**src/hdl/aes_enc_pkg.sv**
```systemverilog
// Shared types, constants and round functions for the AES encrypt pipeline.
package aes_enc_pkg;

  localparam int BLOCK_COLUMNS    = 4;
  localparam int KEY_WORDS_DEF    = 60;
  localparam int MIN_ROUNDS       = 10;
  localparam int RC_W             = 4;
  localparam int KEY_IDX_W        = 6;
  localparam int BLOCK_W          = 32 * BLOCK_COLUMNS;

  localparam logic CMD_LOAD    = 1'b0;
  localparam logic CMD_ENCRYPT = 1'b1;

  typedef logic [7:0] byte_t;
  typedef logic [BLOCK_W-1:0] block_t;

  typedef struct packed {
    logic            valid;
    logic [RC_W-1:0] nr;
    block_t          st;
  } stage_t;

  localparam byte_t SBOX [256] = '{
    8'h63,8'h7c,8'h77,8'h7b,8'hf2,8'h6b,8'h6f,8'hc5,8'h30,8'h01,8'h67,8'h2b,8'hfe,8'hd7,8'hab,8'h76,
    8'hca,8'h82,8'hc9,8'h7d,8'hfa,8'h59,8'h47,8'hf0,8'had,8'hd4,8'ha2,8'haf,8'h9c,8'ha4,8'h72,8'hc0,
    8'hb7,8'hfd,8'h93,8'h26,8'h36,8'h3f,8'hf7,8'hcc,8'h34,8'ha5,8'he5,8'hf1,8'h71,8'hd8,8'h31,8'h15,
    8'h04,8'hc7,8'h23,8'hc3,8'h18,8'h96,8'h05,8'h9a,8'h07,8'h12,8'h80,8'he2,8'heb,8'h27,8'hb2,8'h75,
    8'h09,8'h83,8'h2c,8'h1a,8'h1b,8'h6e,8'h5a,8'ha0,8'h52,8'h3b,8'hd6,8'hb3,8'h29,8'he3,8'h2f,8'h84,
    8'h53,8'hd1,8'h00,8'hed,8'h20,8'hfc,8'hb1,8'h5b,8'h6a,8'hcb,8'hbe,8'h39,8'h4a,8'h4c,8'h58,8'hcf,
    8'hd0,8'hef,8'haa,8'hfb,8'h43,8'h4d,8'h33,8'h85,8'h45,8'hf9,8'h02,8'h7f,8'h50,8'h3c,8'h9f,8'ha8,
    8'h51,8'ha3,8'h40,8'h8f,8'h92,8'h9d,8'h38,8'hf5,8'hbc,8'hb6,8'hda,8'h21,8'h10,8'hff,8'hf3,8'hd2,
    8'hcd,8'h0c,8'h13,8'hec,8'h5f,8'h97,8'h44,8'h17,8'hc4,8'ha7,8'h7e,8'h3d,8'h64,8'h5d,8'h19,8'h73,
    8'h60,8'h81,8'h4f,8'hdc,8'h22,8'h2a,8'h90,8'h88,8'h46,8'hee,8'hb8,8'h14,8'hde,8'h5e,8'h0b,8'hdb,
    8'he0,8'h32,8'h3a,8'h0a,8'h49,8'h06,8'h24,8'h5c,8'hc2,8'hd3,8'hac,8'h62,8'h91,8'h95,8'he4,8'h79,
    8'he7,8'hc8,8'h37,8'h6d,8'h8d,8'hd5,8'h4e,8'ha9,8'h6c,8'h56,8'hf4,8'hea,8'h65,8'h7a,8'hae,8'h08,
    8'hba,8'h78,8'h25,8'h2e,8'h1c,8'ha6,8'hb4,8'hc6,8'he8,8'hdd,8'h74,8'h1f,8'h4b,8'hbd,8'h8b,8'h8a,
    8'h70,8'h3e,8'hb5,8'h66,8'h48,8'h03,8'hf6,8'h0e,8'h61,8'h35,8'h57,8'hb9,8'h86,8'hc1,8'h1d,8'h9e,
    8'he1,8'hf8,8'h98,8'h11,8'h69,8'hd9,8'h8e,8'h94,8'h9b,8'h1e,8'h87,8'he9,8'hce,8'h55,8'h28,8'hdf,
    8'h8c,8'ha1,8'h89,8'h0d,8'hbf,8'he6,8'h42,8'h68,8'h41,8'h99,8'h2d,8'h0f,8'hb0,8'h54,8'hbb,8'h16
  };

  // byte i = 4*col + row sits at bits [BLOCK_W-1-8i -: 8]
  function automatic byte_t get_byte(block_t s, int i);
    return s[BLOCK_W-1-8*i -: 8];
  endfunction

  function automatic byte_t xtime(byte_t b);
    return {b[6:0], 1'b0} ^ (b[7] ? 8'h1B : 8'h00);
  endfunction

  function automatic block_t sub_shift(block_t s);
    block_t t;
    t = '0;
    for (int c = 0; c < BLOCK_COLUMNS; c++) begin
      for (int r = 0; r < 4; r++) begin
        t[BLOCK_W-1-8*(4*c+r) -: 8] = SBOX[get_byte(s, 4*((c+r)%BLOCK_COLUMNS)+r)];
      end
    end
    return t;
  endfunction

  function automatic block_t mix_columns(block_t s);
    block_t t;
    byte_t a0, a1, a2, a3;
    t = '0;
    for (int c = 0; c < BLOCK_COLUMNS; c++) begin
      a0 = get_byte(s, 4*c);
      a1 = get_byte(s, 4*c+1);
      a2 = get_byte(s, 4*c+2);
      a3 = get_byte(s, 4*c+3);
      t[BLOCK_W-1-8*(4*c)   -: 8] = xtime(a0) ^ xtime(a1) ^ a1 ^ a2 ^ a3;
      t[BLOCK_W-1-8*(4*c+1) -: 8] = a0 ^ xtime(a1) ^ xtime(a2) ^ a2 ^ a3;
      t[BLOCK_W-1-8*(4*c+2) -: 8] = a0 ^ a1 ^ xtime(a2) ^ xtime(a3) ^ a3;
      t[BLOCK_W-1-8*(4*c+3) -: 8] = xtime(a0) ^ a0 ^ a1 ^ a2 ^ xtime(a3);
    end
    return t;
  endfunction

endpackage

```
**src/hdl/aes_enc_key_store.sv**
```systemverilog
// Expanded round-key word store; every word is visible to its fixed pipeline stage.
module aes_enc_key_store #(
  parameter int KEY_WORDS = aes_enc_pkg::KEY_WORDS_DEF
) (
  input  logic                                clk,
  input  logic                                we,
  input  logic [aes_enc_pkg::KEY_IDX_W-1:0]   widx,
  input  logic [31:0]                         wdata,
  output logic [KEY_WORDS*32-1:0]             words
);
  localparam int AW = $clog2(KEY_WORDS);

  logic [31:0] key_r [KEY_WORDS];

  always_ff @(posedge clk) begin
    if (we && (widx < aes_enc_pkg::KEY_IDX_W'(KEY_WORDS))) begin
      key_r[widx[AW-1:0]] <= wdata;
    end
  end

  always_comb begin
    for (int w = 0; w < KEY_WORDS; w++) begin
      words[KEY_WORDS*32-1-32*w -: 32] = key_r[w];
    end
  end
endmodule

```
**config.mk**
```make
export PLATFORM = sky130hd
export DESIGN_NAME = aes_enc_key_store
export DESIGN_NICKNAME = d
export VERILOG_FILES = /design/src/hdl/aes_enc_pkg.sv /design/src/hdl/aes_enc_key_store.sv
export SDC_FILE = /design/constraint.sdc
export NUM_CORES = 1
export LEC_CHECK = 0
export BUFFER_PORTS_ARGS = -buffer_cell sky130_fd_sc_hd__buf_2
export CAP_MARGIN = 30
export CORE_AREA = 2 2 761 763
export DETAILED_ROUTE_END_ITERATION = 8
export DIE_AREA = 0 0 763 765
export GPL_ROUTABILITY_DRIVEN = 0
export PLACE_DENSITY = 0.3
export SKIP_LAST_GASP = 1
export SLEW_MARGIN = 20
export SYNTH_ARGS = -nofsm -noshare
export SYNTH_HDL_FRONTEND = slang
export SYNTH_SLANG_ARGS = --single-unit
```
**constraint.sdc**
```tcl
create_clock -name clk -period 7 [get_ports clk]
set_input_delay 2.1 -clock clk [delete_from_list [all_inputs] [get_ports clk]]
set_output_delay 2.1 -clock clk [all_outputs]
set_load 0.02 [all_outputs]
```
==> reports/qor.yml, run 1 <==
grt:
  number_of_global_route_vias_before_repair: 32842
  grt_usage: 0.103
  grt_first_pass_wirelength_um: 391000
  antenna_found_initial: 65
  maximum_number_of_pins_on_one_net_before_global_route_repair: 42
  global_route.overflow_total: 0
sta:
  final-max-slew-violation-count: 0
  final-hold-violation-count: 0
  achievable-frequency_mhz: 245
  layout_min_cycle_time_ns: 4.08
  finalCritPeriodShare: 0.582
  hold_slack_ns: 1.53
  worstMarginPinSlew_ns: 1.05
  fin_tns_setup_ns: 0
  rsz0062_at_grt: "no"
  worst_slew_margin_rel: 0.300
  setup-violations-final: 0
detailed_routing:
  drt_iter0_markers: 3301
  route.detailed.wl_per_inst_um: 26.4
  drt_via_density: 2.68
  routed_wirelength_um: 320000
  dr.pass1.iters: 5
  route.vias.total: 32444
  detail_route.drc_violations: 0
  antenna_violating_nets_post_route: 0
floorplanning:
  die-width_um: 763
  die_y_um: 765
  initial_core_utilization: 0.101
  core_area_sq_um: 576000
  count_of_boundary_i_o_pins: 1960
  floorplan.die_area_sq_um: 584000
  std_cell_rows: 279
critical_path:
  critical_path_s_slowest_cell: "edfxtp_1"
  critical_path_arrival_ns: 1.98
  crit_fanout: 2
  worst_setup_path_end_kind: "output pin"
  path_buf_inv: 1
  cp_data_required_time_ns: 4.90
  cp-start-kind: "flop"
  crit_path_max_incr_delay_ns: 0.74
  critPathKind: "reg2out"
  crit_family: "flip-flops"
  crit_path_cell_trace: "buf_2"
cts:
  cts_buffers: 222
  cts.repair_timing.setup_buffer_count: 0
  ctsHtreeMaxLevel: 4
  clock_transition_at_the_register_clock_pins_on_the_worst_setup_and_hold_paths_after_cts_ns: 0.06
  ctsRootBufferMaster: "clkbuf_16"
  post_cts_hold_buffer_count: 0
  clk_path_buf_depth: 4
  clock-sinks: 1920
  cts_tree: "yes"
  cts_repair_resized_insts: 0
synth:
  synth_area_per_cell_sq_um: 28.9
  synth.top_cell.area_share: 0.992
  number_of_enable_flip_flop_cells_after_synthesis: 1920
  post_synthesis_async_set_or_reset_flop_share: 0
  synth.lib_cells_used.distinct: 14
  synth-compound-area-share: 0
  yosys-top-cells-count: "edfxtp_1, nor2_1, nor2_2"
  cells_taking_the_most_area_after_synthesis: "edfxtp_1, nor2_1, nor2_2, nand4bb_1, nand4b_1"
  post_synthesis_instance_area_sq_um: 58100
  yosysSeqAreaShare: 0.992
  synthesis_stage_register_bit_count: 1920
  synth_top_family_by_area: "simple AND/OR/NAND/NOR gates"
  synth.mux.area_fraction: 0
  post-synth-top-area-cell: "edfxtp_1"
  yosys.area_share.simple: 0.00663
  synth_cells: 2008
  synth_most_common_cell: "edfxtp_1"
  synth_fa_ha_area_frac: 0
  synth_nets: 2048
  ys_warn_count: 0
  synth-xor-area-share: 0
  synthFlopType: "edfxtp_1"
final_layout:
  drive_above_1_share: 0.551
  area_growth_pct: 49.8
  stdcell_count: 12102
  largest_register_ff_count: 1920
  finish.net_count: 4339
  final_standard_cell_utilization_of_the_core: 0.151
worst_hold_path:
  min-delay-path-class: "in2reg"
placement:
  place_hpwl_um: 226000
  port_buf_inserts: 1959
  placed_cells: 11652
run_status:
  outcome: "complete, no violations"
pwr:
  worst_ir_drop_vdd_mv: 0.210
  cellLeakagePower_nw: 29.5
  power_density_nw_per_um2: 293
run:
  max_capacitance_violation_total: 0
## path summary, 6_finish.rpt
path	from	end	cells after the start	slack [ns]
max	key_r[40][15]$_DFFE_PP_	words[623]	1	2.92
min	wdata[22]	key_r[12][22]$_DFFE_PP_	1	1.53
## report_power, final
part           internal, W  leakage (nW)  switching [W]
logic             0.000101          8.64       0.000733
clock network      0.00693          3.58        0.00502
registers           0.0127          17.3      0.0000219
total               0.0198          29.5        0.00577
## placed cells by master, fill, tap and decap left out, types with 3 or more instances in the layout
cell,netlist,final
buf_16,0,15
buf_4,0,78
inv_16,0,3
bufinv_16,0,29
diode_2,0,34
or3b_2,3,3
nor2_4,0,60
clkinvlp_4,0,10
clkinv_2,0,38
nand4bb_2,0,3
clkinv_16,0,7
buf_2,4,1927
edfxtp_1,1920,1920
clkinv_4,0,6
clkbuf_1,6,40
clkbuf_16,0,222
nand3b_1,3,3
buf_6,2,32
nand4b_1,3,3
buf_12,0,27
inv_6,0,6
clkinv_1,0,43
## cells by family (layout without fill, tap and decap cells)
| group | after synthesis | in the layout |
|---|---|---|
| AND/OR/NAND/NOR | 76 | 76 |
| buffers and inverters | 12 | 2485 |
| other | 0 | 34 |
| flip-flops | 1920 | 1920 |
## layer usage
metal	GRT usage	wire, um	up-vias
met5	0	13	-
met4	0.0192	5890	2
met3	0.0408	34200	297
met2	0.185	161000	2110
met1	0.117	119000	17142
li1	-	-	12893
## area by class of cell
cell class / instances / area [sq um]
fill: 63253 / 489000
clock buffer: 262 / 5710
sequential: 1920 / 57700
clock inverter: 144 / 1700
timing repair buffer: 2079 / 11500
tap: 7587 / 9490
antenna: 34 / 85.1
multi-input combinational: 76 / 837
## through the flow
step	worst slack (ns)	area, sq um	power [W]
after global routing	2.88	86900	0.0264
after floorplan	2.47	58100	0.0131
after detailed placement	1.99	79300	0.0139
after global placement	1.73	78700	0.0139
after CTS	2.73	86700	0.0260
final	2.92	87000	0.0255
No activity file was read; power rests on OpenSTA's default activity.
==> run 2: changes to the inputs <==
- ABC_AREA: not set -> 1
- CORE_AREA: 2 2 761 763 -> 2 2 762 764
- DIE_AREA: 0 0 763 765 -> 0 0 764 766
- clock period: 7 -> 3.95 ns (I/O delays scaled with it)
==> reports/qor.yml, run 2 <==
synth:
  synth_most_common_cell: "edfxtp_1"
  number_of_enable_flip_flop_cells_after_synthesis: 1920  # unchanged
  synth_cells: 2078  # +3.5%
  post_synthesis_async_set_or_reset_flop_share: 0  # unchanged
  cells_taking_the_most_area_after_synthesis: "edfxtp_1, nor2_1, nand2_1, buf_6, inv_1"
  synthesis_stage_register_bit_count: 1920  # unchanged
  post_synthesis_instance_area_sq_um: 58300  # +0.36%
  synthFlopType: "edfxtp_1"
  synth_nets: 2118  # +3.4%
  yosys-top-cells-count: "edfxtp_1, nor2_1, nand2_1"
  synth.lib_cells_used.distinct: 9  # -5
  synth.top_cell.area_share: 0.989  # -0.00356
  post-synth-top-area-cell: "edfxtp_1"
  synth_area_per_cell_sq_um: 28.1  # -3.0%
  yosysSeqAreaShare: 0.989  # -0.00356
  ys_warn_count: 0  # unchanged
critical_path:
  crit_path_cell_trace: "buf_2"
  crit_path_max_incr_delay_ns: 0.73  # about the same
  path_buf_inv: 1  # unchanged
  crit_family: "flip-flops"
  crit_start: "key_r[49][26]$_DFFE_PP_"
  cp-start-kind: "flop"
  cp_data_required_time_ns: 2.76  # -2.14 ns
  critPathKind: "reg2out"
  critical_path_s_slowest_cell: "edfxtp_1"
  worst_setup_path_end_kind: "output pin"
  critical_path_arrival_ns: 1.94  # -0.04 ns
  crit_fanout: 12  # +10
sta:
  worstMarginPinSlew_ns: 1.06  # +0.0101 ns
  fin_tns_setup_ns: 0  # unchanged
  worst_slew_margin_rel: 0.293  # -0.00672
  finalCritPeriodShare: 0.790
  rsz0062_at_grt: "no"
  final-max-slew-violation-count: 0  # unchanged
  final-hold-violation-count: 0  # unchanged
  setup-violations-final: 0  # unchanged
  layout_min_cycle_time_ns: 3.12
  hold_slack_ns: 0.628  # -0.906 ns
  achievable-frequency_mhz: 320
placement:
  port_buf_inserts: 1959  # unchanged
  place_hpwl_um: 225000  # -0.53%
cts:
  clock_transition_at_the_register_clock_pins_on_the_worst_setup_and_hold_paths_after_cts_ns: 0.07  # about the same
  cts_tree: "yes"
  clk_path_buf_depth: 4  # unchanged
  clock-sinks: 1920  # unchanged
  post_cts_hold_buffer_count: 0  # unchanged
  cts_repair_resized_insts: 0  # unchanged
  cts.repair_timing.setup_buffer_count: 0  # unchanged
  cts_buffers: 226  # +1.8%
  ctsRootBufferMaster: "clkbuf_16"
  ctsHtreeMaxLevel: 4  # unchanged
detailed_routing:
  detail_route.drc_violations: 0  # unchanged
  antenna_violating_nets_post_route: 1  # +1
  drt_via_density: 2.68  # about the same
  routed_wirelength_um: 324000  # +1.4%
  dr.pass1.iters: 5  # unchanged
  route.detailed.wl_per_inst_um: 26.2  # -1.1%
  route.vias.total: 33232  # +2.4%
  drt_iter0_markers: 3226  # -2.3%
pwr:
  power_density_nw_per_um2: 511  # +74%
  worst_ir_drop_vdd_mv: 0.390  # +86%
  cellLeakagePower_nw: 30.1  # +1.9%
floorplanning:
  die_y_um: 766  # +0.13%
  initial_core_utilization: 0.101  # +0.000240
  die-width_um: 764  # +0.13%
  std_cell_rows: 279  # unchanged
  core_area_sq_um: 576000  # +0.12%
  count_of_boundary_i_o_pins: 1960  # unchanged
  floorplan.die_area_sq_um: 585000  # +0.26%
grt:
  antenna_found_initial: 84  # +29%
  grt_first_pass_wirelength_um: 399000  # +2.1%
  maximum_number_of_pins_on_one_net_before_global_route_repair: 38  # -9.5%
  grt_usage: 0.105  # +0.00148
  number_of_global_route_vias_before_repair: 33993  # +3.5%
  global_route.overflow_total: 0  # unchanged
run:
  max_capacitance_violation_total: 0  # unchanged
final_layout:
  finish.net_count: 4480  # +3.2%
  drive_above_1_share: 0.549  # -0.00223
  layout_common_cells: "buf_2, edfxtp_1, clkbuf_16"
  largest_register_ff_count: 1920  # unchanged
  area_growth_pct: 51.5
  mostFrequentLayoutCell: "buf_2"
worst_hold_path:
  hp-start: "wdata[12]"
  min-delay-path-class: "in2reg"
run_status:
  violations_in_the_final_reports: "antenna rules"
  outcome: "finished with violations"
run 2: cell count changes in the layout (fill, tap and decap cells not counted), moves of 5 or more:
cell | previous run | this run
clkbuf_16 | 222 | 229
clkinv_16 | 7 | 2
diode_2 | 34 | 57
buf_12 | 27 | 81
clkinv_1 | 43 | 51
buf_4 | 78 | 94
buf_16 | 15 | 6
nor2_2 | 0 | 10
bufinv_16 | 29 | 21
clkbuf_1 | 40 | 35
inv_1 | 0 | 6
nand2_1 | 0 | 69
run 2: area by class of cell:
| type | count | area [sq um] |
|---|---|---|
| tap | 7727 | 9670 |
| antenna | 57 | 143 |
| clock buffer | 264 | 5860 |
| fill | 63375 | 488000 |
| timing repair buffer | 2140 | 12500 |
| inverter | 6 | 22.5 |
| sequential | 1920 | 57700 |
| clock inverter | 147 | 1410 |
| multi-input combinational | 146 | 1060 |
run 2: final timing paths:
path / endpoint / slack [ns] / cells after the start
min: key_r[10][12]$_DFFE_PP_ / 0.63 / 1
max: words[346] / 0.83 / 1
run 2: routing by layer:
metal / part of all wire / up-vias / routed length, um / GRT usage
met4: 0.022 / 8 / 7010 / 0.0235
li1: - / 13240 / - / -
met5: 0.00015 / - / 48 / 0
met2: 0.49 / 2215 / 160000 / 0.184
met3: 0.10 / 350 / 33200 / 0.0369
met1: 0.38 / 17419 / 124000 / 0.123
run 2: cells by family after synthesis:
kind of cell,count (synthesis),share of synthesized area
flip-flops,1920,0.989
AND/OR/NAND/NOR,145,0.00955
buffers and inverters,12,0.00148
AO/OA/AOI/OAI,1,0.000279
run 2: where the power goes:
part	internal, W	switching (W)
clock	0.0120	0.00890
sequential	0.0226	0.0000387
combinational	0.000263	0.00135
run 2: per-stage QoR:
stage	total power [W]	worst slack, ns	instances	cell area, sq um	utilization
final	0.0451	0.830	12407	88300	0.153
after global routing	0.0466	0.634	12362	88200	0.153
after CTS	0.0460	0.605	12349	88200	0.153
after detailed placement	0.0248	0.493	11938	80900	0.140
after global placement	0.0248	0.343	11929	80700	0.140
after floorplan	0.0233	0.448	2078	58300	-
